--- config.mk ---
export PLATFORM = sky130hd
export DESIGN_NAME = hsv_pixel_to_led_word_top_flat
export DESIGN_NICKNAME = d
export VERILOG_FILES = /design/src/hdl/hsvlw_pkg.sv /design/src/hdl/hsvlw_ifs.sv /design/src/hdl/hsvlw_stage_front.sv /design/src/hdl/hsvlw_stage_terms.sv /design/src/hdl/hsvlw_stage_out.sv /design/src/hdl/hsv_pixel_to_led_word_top.sv /design/src/flat_wrapper.sv
export VERILOG_INCLUDE_DIRS = /design/src /design/src/hdl
export SDC_FILE = /design/constraint.sdc
export NUM_CORES = 1
export LEC_CHECK = 0
export BUFFER_PORTS_ARGS = -buffer_cell sky130_fd_sc_hd__buf_4
export CAP_MARGIN = 25
export CORE_UTILIZATION = 50
export DETAILED_ROUTE_END_ITERATION = 10
export HOLD_SLACK_MARGIN = 0.15
export MAX_ROUTING_LAYER = met4
export PLACE_DENSITY = 0.66
export SLEW_MARGIN = 20
export SYNTH_ARGS = -nofsm -noshare
export SYNTH_HDL_FRONTEND = slang
export SYNTH_SLANG_ARGS = --single-unit
--- constraint.sdc ---
create_clock -name clk_i -period 8 [get_ports clk_i]
set_clock_uncertainty 0.05 [all_clocks]
set_input_delay 2 -clock clk_i [delete_from_list [all_inputs] [get_ports clk_i]]
set_output_delay 2 -clock clk_i [all_outputs]
set_load 0.005 [all_outputs]
--- src/hdl/hsv_pixel_to_led_word_top_assert.svh ---
// Assertion macros for the HSV pixel to LED word block.
`ifndef HSV_PIXEL_TO_LED_WORD_TOP_ASSERT_SVH
`define HSV_PIXEL_TO_LED_WORD_TOP_ASSERT_SVH

// Property checked on every rising clock edge, off while reset is asserted.
`define HSVLW_ASSERT(lbl, clk, rst_n, prop, msg) \
  lbl: assert property (@(posedge clk) disable iff (!rst_n) prop) else $error(msg);

// Property checked on every rising clock edge, reset included.
`define HSVLW_ASSERT_ALWAYS(lbl, clk, prop, msg) \
  lbl: assert property (@(posedge clk) prop) else $error(msg);

`endif

--- src/hdl/hsvlw_pkg.sv ---
// Types, constants and helpers for the HSV pixel to LED word pipeline.
package hsvlw_pkg;

  localparam int unsigned HueRegionSize  = 43;
  localparam int unsigned RemScale       = 6;
  localparam logic [7:0]  FullScale      = 8'd255;
  localparam int unsigned ProdShift      = 8;

  localparam logic [7:0] HueBound1 = 8'(1 * HueRegionSize);
  localparam logic [7:0] HueBound2 = 8'(2 * HueRegionSize);
  localparam logic [7:0] HueBound3 = 8'(3 * HueRegionSize);
  localparam logic [7:0] HueBound4 = 8'(4 * HueRegionSize);
  localparam logic [7:0] HueBound5 = 8'(5 * HueRegionSize);

  typedef enum logic [2:0] {
    REGION_0 = 3'd0,
    REGION_1 = 3'd1,
    REGION_2 = 3'd2,
    REGION_3 = 3'd3,
    REGION_4 = 3'd4,
    REGION_5 = 3'd5
  } region_e;

  // after stage 1: region split, remainder and p
  typedef struct packed {
    region_e    region;
    logic       grey;
    logic [7:0] sat;
    logic [7:0] val;
    logic [7:0] rem;
    logic [7:0] p;
  } front_t;

  // after stage 2: s*rem and s*(255-rem) products
  typedef struct packed {
    region_e    region;
    logic       grey;
    logic [7:0] val;
    logic [7:0] p;
    logic [7:0] sq;
    logic [7:0] st;
  } prod_t;

  // after stage 3: p, q, t ready for channel ordering
  typedef struct packed {
    region_e    region;
    logic       grey;
    logic [7:0] val;
    logic [7:0] p;
    logic [7:0] q;
    logic [7:0] t;
  } terms_t;

  function automatic logic [7:0] prod8(input logic [7:0] a, input logic [7:0] b);
    logic [15:0] m;
    m = a * b;
    return 8'(m >> ProdShift);
  endfunction

endpackage

--- src/hdl/hsvlw_ifs.sv ---
// Valid/ready stream interfaces for the pixel input and the LED word output.
interface hsvlw_pix_if;
  logic       valid;
  logic       ready;
  logic [7:0] hue;
  logic [7:0] saturation;
  logic [7:0] level;

  modport source (output valid, output hue, output saturation, output level, input ready);
  modport sink   (input valid, input hue, input saturation, input level, output ready);
endinterface

interface hsvlw_word_if;
  logic        valid;
  logic        ready;
  logic [31:0] led_word;

  modport source (output valid, output led_word, input ready);
  modport sink   (input valid, input led_word, output ready);
endinterface

--- src/hdl/hsvlw_stage_front.sv ---
// Stage 1: hue region split, scaled remainder and the p term.
module hsvlw_stage_front (
  input  logic                clk_i,
  input  logic                en_i,
  input  logic [7:0]          hue_i,
  input  logic [7:0]          saturation_i,
  input  logic [7:0]          level_i,
  output hsvlw_pkg::front_t   front_o
);
  import hsvlw_pkg::*;

  front_t     front_d, front_q;
  region_e    region;
  logic [7:0] base;
  logic [7:0] offs;

  always_comb begin
    if (hue_i < HueBound1) begin
      region = REGION_0;
      base   = 8'd0;
    end else if (hue_i < HueBound2) begin
      region = REGION_1;
      base   = HueBound1;
    end else if (hue_i < HueBound3) begin
      region = REGION_2;
      base   = HueBound2;
    end else if (hue_i < HueBound4) begin
      region = REGION_3;
      base   = HueBound3;
    end else if (hue_i < HueBound5) begin
      region = REGION_4;
      base   = HueBound4;
    end else begin
      region = REGION_5;
      base   = HueBound5;
    end
  end

  assign offs = hue_i - base;

  always_comb begin
    front_d.region = region;
    front_d.grey   = (saturation_i == 8'd0);
    front_d.sat    = saturation_i;
    front_d.val    = level_i;
    front_d.rem    = 8'(offs * RemScale);
    front_d.p      = prod8(level_i, FullScale - saturation_i);
  end

  always_ff @(posedge clk_i) begin
    if (en_i) begin
      front_q <= front_d;
    end
  end

  assign front_o = front_q;
endmodule

--- src/hdl/hsvlw_stage_terms.sv ---
// Stages 2 and 3: chained products that give the q and t terms.
module hsvlw_stage_terms (
  input  logic                clk_i,
  input  logic                en2_i,
  input  logic                en3_i,
  input  hsvlw_pkg::front_t   front_i,
  output hsvlw_pkg::terms_t   terms_o
);
  import hsvlw_pkg::*;

  prod_t  prod_d, prod_q;
  terms_t terms_d, terms_q;

  always_comb begin
    prod_d.region = front_i.region;
    prod_d.grey   = front_i.grey;
    prod_d.val    = front_i.val;
    prod_d.p      = front_i.p;
    prod_d.sq     = prod8(front_i.sat, front_i.rem);
    prod_d.st     = prod8(front_i.sat, FullScale - front_i.rem);
  end

  always_comb begin
    terms_d.region = prod_q.region;
    terms_d.grey   = prod_q.grey;
    terms_d.val    = prod_q.val;
    terms_d.p      = prod_q.p;
    terms_d.q      = prod8(prod_q.val, FullScale - prod_q.sq);
    terms_d.t      = prod8(prod_q.val, FullScale - prod_q.st);
  end

  always_ff @(posedge clk_i) begin
    if (en2_i) begin
      prod_q <= prod_d;
    end
    if (en3_i) begin
      terms_q <= terms_d;
    end
  end

  assign terms_o = terms_q;
endmodule

--- src/hdl/hsvlw_stage_out.sv ---
// Stage 4: channel ordering, brightness scaling and LED word packing.
module hsvlw_stage_out (
  input  logic                clk_i,
  input  logic                en_i,
  input  logic [7:0]          brightness_i,
  input  hsvlw_pkg::terms_t   terms_i,
  output logic [31:0]         led_word_o
);
  import hsvlw_pkg::*;

  logic [7:0]  r, g, b;
  logic [7:0]  rs, gs, bs;
  logic [31:0] led_word_d, led_word_q;

  always_comb begin
    if (terms_i.grey) begin
      r = terms_i.val;
      g = terms_i.val;
      b = terms_i.val;
    end else begin
      unique case (terms_i.region)
        REGION_0: begin r = terms_i.val; g = terms_i.t;   b = terms_i.p;   end
        REGION_1: begin r = terms_i.q;   g = terms_i.val; b = terms_i.p;   end
        REGION_2: begin r = terms_i.p;   g = terms_i.val; b = terms_i.t;   end
        REGION_3: begin r = terms_i.p;   g = terms_i.q;   b = terms_i.val; end
        REGION_4: begin r = terms_i.t;   g = terms_i.p;   b = terms_i.val; end
        default:  begin r = terms_i.val; g = terms_i.p;   b = terms_i.q;   end
      endcase
    end
  end

  // full scale bypasses the dimming multiply
  always_comb begin
    if (brightness_i == FullScale) begin
      rs = r;
      gs = g;
      bs = b;
    end else begin
      rs = prod8(r, brightness_i);
      gs = prod8(g, brightness_i);
      bs = prod8(b, brightness_i);
    end
  end

  assign led_word_d = {gs, rs, bs, 8'd0};

  always_ff @(posedge clk_i) begin
    if (en_i) begin
      led_word_q <= led_word_d;
    end
  end

  assign led_word_o = led_word_q;
endmodule

--- src/hdl/hsv_pixel_to_led_word_top.sv ---
// Top level of the HSV pixel to LED word pipeline.
//
// Channels: pix_i takes one pixel (hue, saturation, level) per transaction;
// word_o returns one 32-bit LED word per pixel, G[31:24] R[23:16] B[15:8],
// low byte zero. Both use valid/ready; a transaction completes on a rising
// edge with valid and ready high. brightness_we_i writes brightness_i into
// the global dimming register; 255 leaves the channels unscaled. Write it
// only while no pixel is in flight.
//
// Throughput: one pixel per cycle while the receiver does not stall, set by
// the four register stages (region split, product pair, q/t products,
// ordering plus dimming), each holding one item with a valid bit; a word
// becomes valid on word_o once its pixel has passed through all four.
//
// Reset clears all stage valid bits and sets brightness to 255.
// When the receiver stalls, each stage holds until the stage after it frees
// up; pix_i.ready drops only once all four stages are full.
module hsv_pixel_to_led_word_top (
  input  logic         clk_i,
  input  logic         rst_ni,
  hsvlw_pix_if.sink    pix_i,
  hsvlw_word_if.source word_o,
  input  logic         brightness_we_i,
  input  logic [7:0]   brightness_i
);
  import hsvlw_pkg::*;

  `include "hsv_pixel_to_led_word_top_assert.svh"

  logic       v1_q, v2_q, v3_q, v4_q;
  logic       v1_d, v2_d, v3_d, v4_d;
  logic       rdy1, rdy2, rdy3, rdy4;
  logic [7:0] brightness_d, brightness_q;
  front_t     front;
  terms_t     terms;

  assign rdy4 = !v4_q || word_o.ready;
  assign rdy3 = !v3_q || rdy4;
  assign rdy2 = !v2_q || rdy3;
  assign rdy1 = !v1_q || rdy2;

  assign v1_d = rdy1 ? pix_i.valid : v1_q;
  assign v2_d = rdy2 ? v1_q : v2_q;
  assign v3_d = rdy3 ? v2_q : v3_q;
  assign v4_d = rdy4 ? v3_q : v4_q;

  assign brightness_d = brightness_we_i ? brightness_i : brightness_q;

  always_ff @(posedge clk_i or negedge rst_ni) begin
    if (!rst_ni) begin
      v1_q         <= 1'b0;
      v2_q         <= 1'b0;
      v3_q         <= 1'b0;
      v4_q         <= 1'b0;
      brightness_q <= FullScale;
    end else begin
      v1_q         <= v1_d;
      v2_q         <= v2_d;
      v3_q         <= v3_d;
      v4_q         <= v4_d;
      brightness_q <= brightness_d;
    end
  end

  hsvlw_stage_front u_front (
    .clk_i        (clk_i),
    .en_i         (rdy1 && pix_i.valid),
    .hue_i        (pix_i.hue),
    .saturation_i (pix_i.saturation),
    .level_i      (pix_i.level),
    .front_o      (front)
  );

  hsvlw_stage_terms u_terms (
    .clk_i   (clk_i),
    .en2_i   (rdy2 && v1_q),
    .en3_i   (rdy3 && v2_q),
    .front_i (front),
    .terms_o (terms)
  );

  hsvlw_stage_out u_out (
    .clk_i        (clk_i),
    .en_i         (rdy4 && v3_q),
    .brightness_i (brightness_q),
    .terms_i      (terms),
    .led_word_o   (word_o.led_word)
  );

  assign pix_i.ready  = rdy1;
  assign word_o.valid = v4_q;

  // a held stage 1 item must never be overwritten by a new pixel
  `HSVLW_ASSERT(a_no_overrun, clk_i, rst_ni, (v1_q && !rdy2) |-> !pix_i.ready, "stage 1 overrun")
  // an accepted pixel always lands in stage 1
  `HSVLW_ASSERT(a_accept_lands, clk_i, rst_ni, (pix_i.valid && pix_i.ready) |=> v1_q, "pixel lost")
  // a stalled output word is never replaced by stage 3
  `HSVLW_ASSERT_ALWAYS(a_out_hold, clk_i, (v4_q && !word_o.ready) |-> !rdy4, "word overwritten")

endmodule
--- src/flat_wrapper.sv ---
// flat-port wrapper written by rule: the top's interface ports become plain ports
module hsv_pixel_to_led_word_top_flat import hsvlw_pkg::*;
  (clk_i, rst_ni, brightness_we_i, brightness_i, pix_i_valid, pix_i_hue, pix_i_saturation, pix_i_level, pix_i_ready, word_o_valid, word_o_led_word, word_o_ready);
  hsvlw_pix_if pix_i_i ();
  hsvlw_word_if word_o_i ();
  input  logic clk_i;
  input  logic rst_ni;
  input  logic brightness_we_i;
  input  logic [7:0] brightness_i;
  input wire logic [$bits(pix_i_i.valid)-1:0] pix_i_valid;
  input wire logic [$bits(pix_i_i.hue)-1:0] pix_i_hue;
  input wire logic [$bits(pix_i_i.saturation)-1:0] pix_i_saturation;
  input wire logic [$bits(pix_i_i.level)-1:0] pix_i_level;
  output wire logic [$bits(pix_i_i.ready)-1:0] pix_i_ready;
  output wire logic [$bits(word_o_i.valid)-1:0] word_o_valid;
  output wire logic [$bits(word_o_i.led_word)-1:0] word_o_led_word;
  input wire logic [$bits(word_o_i.ready)-1:0] word_o_ready;
  assign pix_i_i.valid = pix_i_valid;
  assign pix_i_i.hue = pix_i_hue;
  assign pix_i_i.saturation = pix_i_saturation;
  assign pix_i_i.level = pix_i_level;
  assign pix_i_ready = pix_i_i.ready;
  assign word_o_valid = word_o_i.valid;
  assign word_o_led_word = word_o_i.led_word;
  assign word_o_i.ready = word_o_ready;
  hsv_pixel_to_led_word_top u_core (.clk_i(clk_i), .rst_ni(rst_ni), .pix_i(pix_i_i), .word_o(word_o_i), .brightness_we_i(brightness_we_i), .brightness_i(brightness_i));
endmodule
==> metrics.md <==
| Metric | Value |
|---|---|
| Post-DP HPWL | 35,300 microns |
| Clk_lat worst skew | 460 ps |
| YS warnings | 0 |
| Final setup viols | 0 |
| CP max stage cell | edfxtp_1 |
| Die Area | 43,500 sq um |
| Number of routed nets with antenna violations | 0 |
| IO Port Bufs | 62 |
| Initial Util | between 50% and 60% |
| Final critical-path required period | 6740 ps |
| Worst hold path type | register to register |
| Post-Route Setup TNS | 0 ps |
| Most common cell after layout, fill and taps aside | inv_1 |
| Least-Margin Pin Slew | 996 ps |
| Share of the synthesized area in the top cell type | 25.8% |
| Routed vias | between 10k and 15k |
| Seq/Total Area, Yosys | 19.9% |
| Residual DRC | 0 |
| Max Cap Violations | 0 |
| CTS sink cnt | 143 |
| CTS clk-pin slew, worst paths | ~80 ps |
| Most area-hungry cell type in the Yosys netlist | fa_1 |
| Die Width | 208 microns |
| Core area | 42,000 sq um |
| CP Launch Point | u_core.u_terms.terms_o[35] |
| CP bufs+invs | 2 |
| Post-CTS Hold Buffers | 0 |
| Area grow syn2layout | 7.54% |
| Top_reg_cell synth | edfxtp_1 |
| WL final | 45,500 microns |
| Starting DRC count in detailed routing | between 600 and 700 |
| Startpoint Class | register |
| Layout cells sized above 1 | under 10% |
| Adder-cell area share of the yosys netlist | 41.8% |
| Req. time, crit path | 8110 ps |
| Tcrit/Tclk final | about 84% |
| Hold_sp | u_core.u_terms.prod_q[18] |
| Ordered list of cells on the worst path | or3b_4 -> a21oi_2 -> o211ai_1 -> o21ai_1 -> nor2b_1 -> fa_1 -> fa_1 -> ha_1 -> inv_1 -> fa_1 -> inv_1 -> ha_1 -> or4b_4 -> a211o_1 -> o21ai_2 -> a211oi_2 -> o21bai_2 -> a31oi_1 -> xor2_1 -> mux2i_1 |
| Vias in the first global route | 15.7k |
| Syn Area/Cell | 9.98 sq um |
| RR Startpoint | u_core.u_terms.terms_o[35] |
| Synth Area in Compound Gates | 7.81% |
| Number of diodes | 0 |
| CP max stage delay | 850 ps |
| Initial antenna violation count | 0 |
| Synth cell types | 82 |
| WP data arrival | 6850 ps |
| Total gr overflow | 0 |
| Post-CTS Setup Inserts | 0 |
| H-Tree Depth | 4 |
| Fmax | 148 MHz |
| Crit. End Element | register |
| TritonCTS clock tree | built |
| Delay-heaviest family, CP | compound AO/OA/AOI/OAI gates |
| Simple-gate area share of the yosys netlist | between 10% and 20% |
| GR Util All Layers | 23.0% |
| Clk buf depth | 2 |
| Status | completed |
| Top post-synthesis cells by area | fa_1 (26%), edfxtp_1 (18%), ha_1 (16%) |
| RSZ-0062 raised after global routing | false |
| Synth async-reset ratio | 8.39% |
| Post-CTS Resized | 0 |
| Cell mode on critical path | fa_1 |
| Number of buffers created by CTS | 17 |
| Critical path class | register to register |
| Top-Level Pins | 71 |
| Global-route wire length before repair | 77,900 microns |
| TritonRoute pass-1 iters | 5 |
| Synthesized area | between 20,000 and 25,000 sq um |
| Nets | 2,759 |
| Main combinational cell family by area after synthesis | adder cells |
| Mapped Cells | 2,137 |
| Number of synthesized flops with an enable pin | 131 |
| Hold violation count in the final report | 0 |
| WL/cell | 16.7 microns |
| Post-synthesis mux area share | 1.19% |
| Row count | 75 |
| Most frequent cells in the layout | inv_1 (346), fa_1 (275), ha_1 (273), nor2b_1 (259), nand2b_1 (145) |
| CP max FO | 25 |
| Gpl congestion | 0.925 |
| Max Transition Viols Final | 0 |
| Synth Area in XOR/XNOR | 2.71% |
| Yosys reg bits | 143 |
| Clock root cell | clkbuf_16 |
| Largest net degree at the start of global routing | 37 |
| Die height | 208 microns |
| Via density | approximately 5.4 |
| Relative slew slack | 33.1% |
cell usage after synthesis (all sizes together) (12+ instances only):
master	number
a21oi	67
xor2	32
nor2	71
buf	18
edfxtp	131
xnor2	34
nor2b	260
nor3	25
o21a	18
o21ai	44
and2	56
ha	273
mux2	12
nand2	85
nand3	15
fa	275
inv	346
nand2b	145
clkbuf	50
a21o	21
cell families (layout without fill, tap and decap cells):
family | Yosys count | after routing
AOI/OAI and AO/OA | 237 | 237
xor gates and xnor gates | 66 | 66
adders and majority gates | 548 | 548
buffers and inverters | 414 | 457
DFF | 143 | 143
muxes | 23 | 23
other | 1 | 8
and+or+nand+nor | 705 | 705
registers in the layout (all words and copies together), names as in the netlist:
signal / flops
u_core.u_out.led_word_o: 24
u_core.u_terms.prod_q: 36
u_core.u_terms.terms_o: 36
u_core.v2_q: 1
u_core.v3_q: 1
u_core.v1_q: 1
u_core.word_o.valid: 1
u_core.brightness_q: 8
u_core.u_front.front_o: 35
routing by layer:
metal	up-vias	track usage (%)	wire, microns
met4	0	6.03	699
met5	-	-	0
met2	273	37.4	21400
met3	50	2.17	1640
li1	6976	-	-
met1	7370	31.0	21700
path summary, 6_finish.rpt:
kind                                               endpoint  slack, ps  cells after the start
worst max-delay path            u_core.u_out.led_word_o[22]       1260                     20
worst min-delay path             u_core.u_terms.terms_o[18]        360                      0
worst max register to register  u_core.u_out.led_word_o[22]       1260                     20
worst min register to register   u_core.u_terms.terms_o[18]        360                      0
max in group asynchronous            u_core.brightness_q[2]       6300                      1
min in group asynchronous               u_core.word_o.valid       1350                      1
stage by stage:
stage	hold WS, ps	instance area, sq um	util [%]	setup slack, ps	instances
floorplan	350	21300	-	1900	2144
global placement	352	22300	53.1	1430	2693
detailed placement	355	22300	53.1	1260	2693
CTS	367	22900	54.5	1230	2725
global route	368	22900	54.5	817	2726
finish	363	22900	54.5	1260	2726
final cells by class:
class                           instances  area (sq um)
Timing Repair Buffer                   79           601
Clock inverter                         15           183
Multi-Input combinational cell       1587         15500
Tap cell                              539           674
Clock buffer                           17           425
Sequential cell                       143          4240
Fill cell                            3750         19100
Inverter                              346          1300
Power is left out: the tool's default activity adds up to more than one toggle a clock period on the data nets, which glitch-free logic cannot reach.
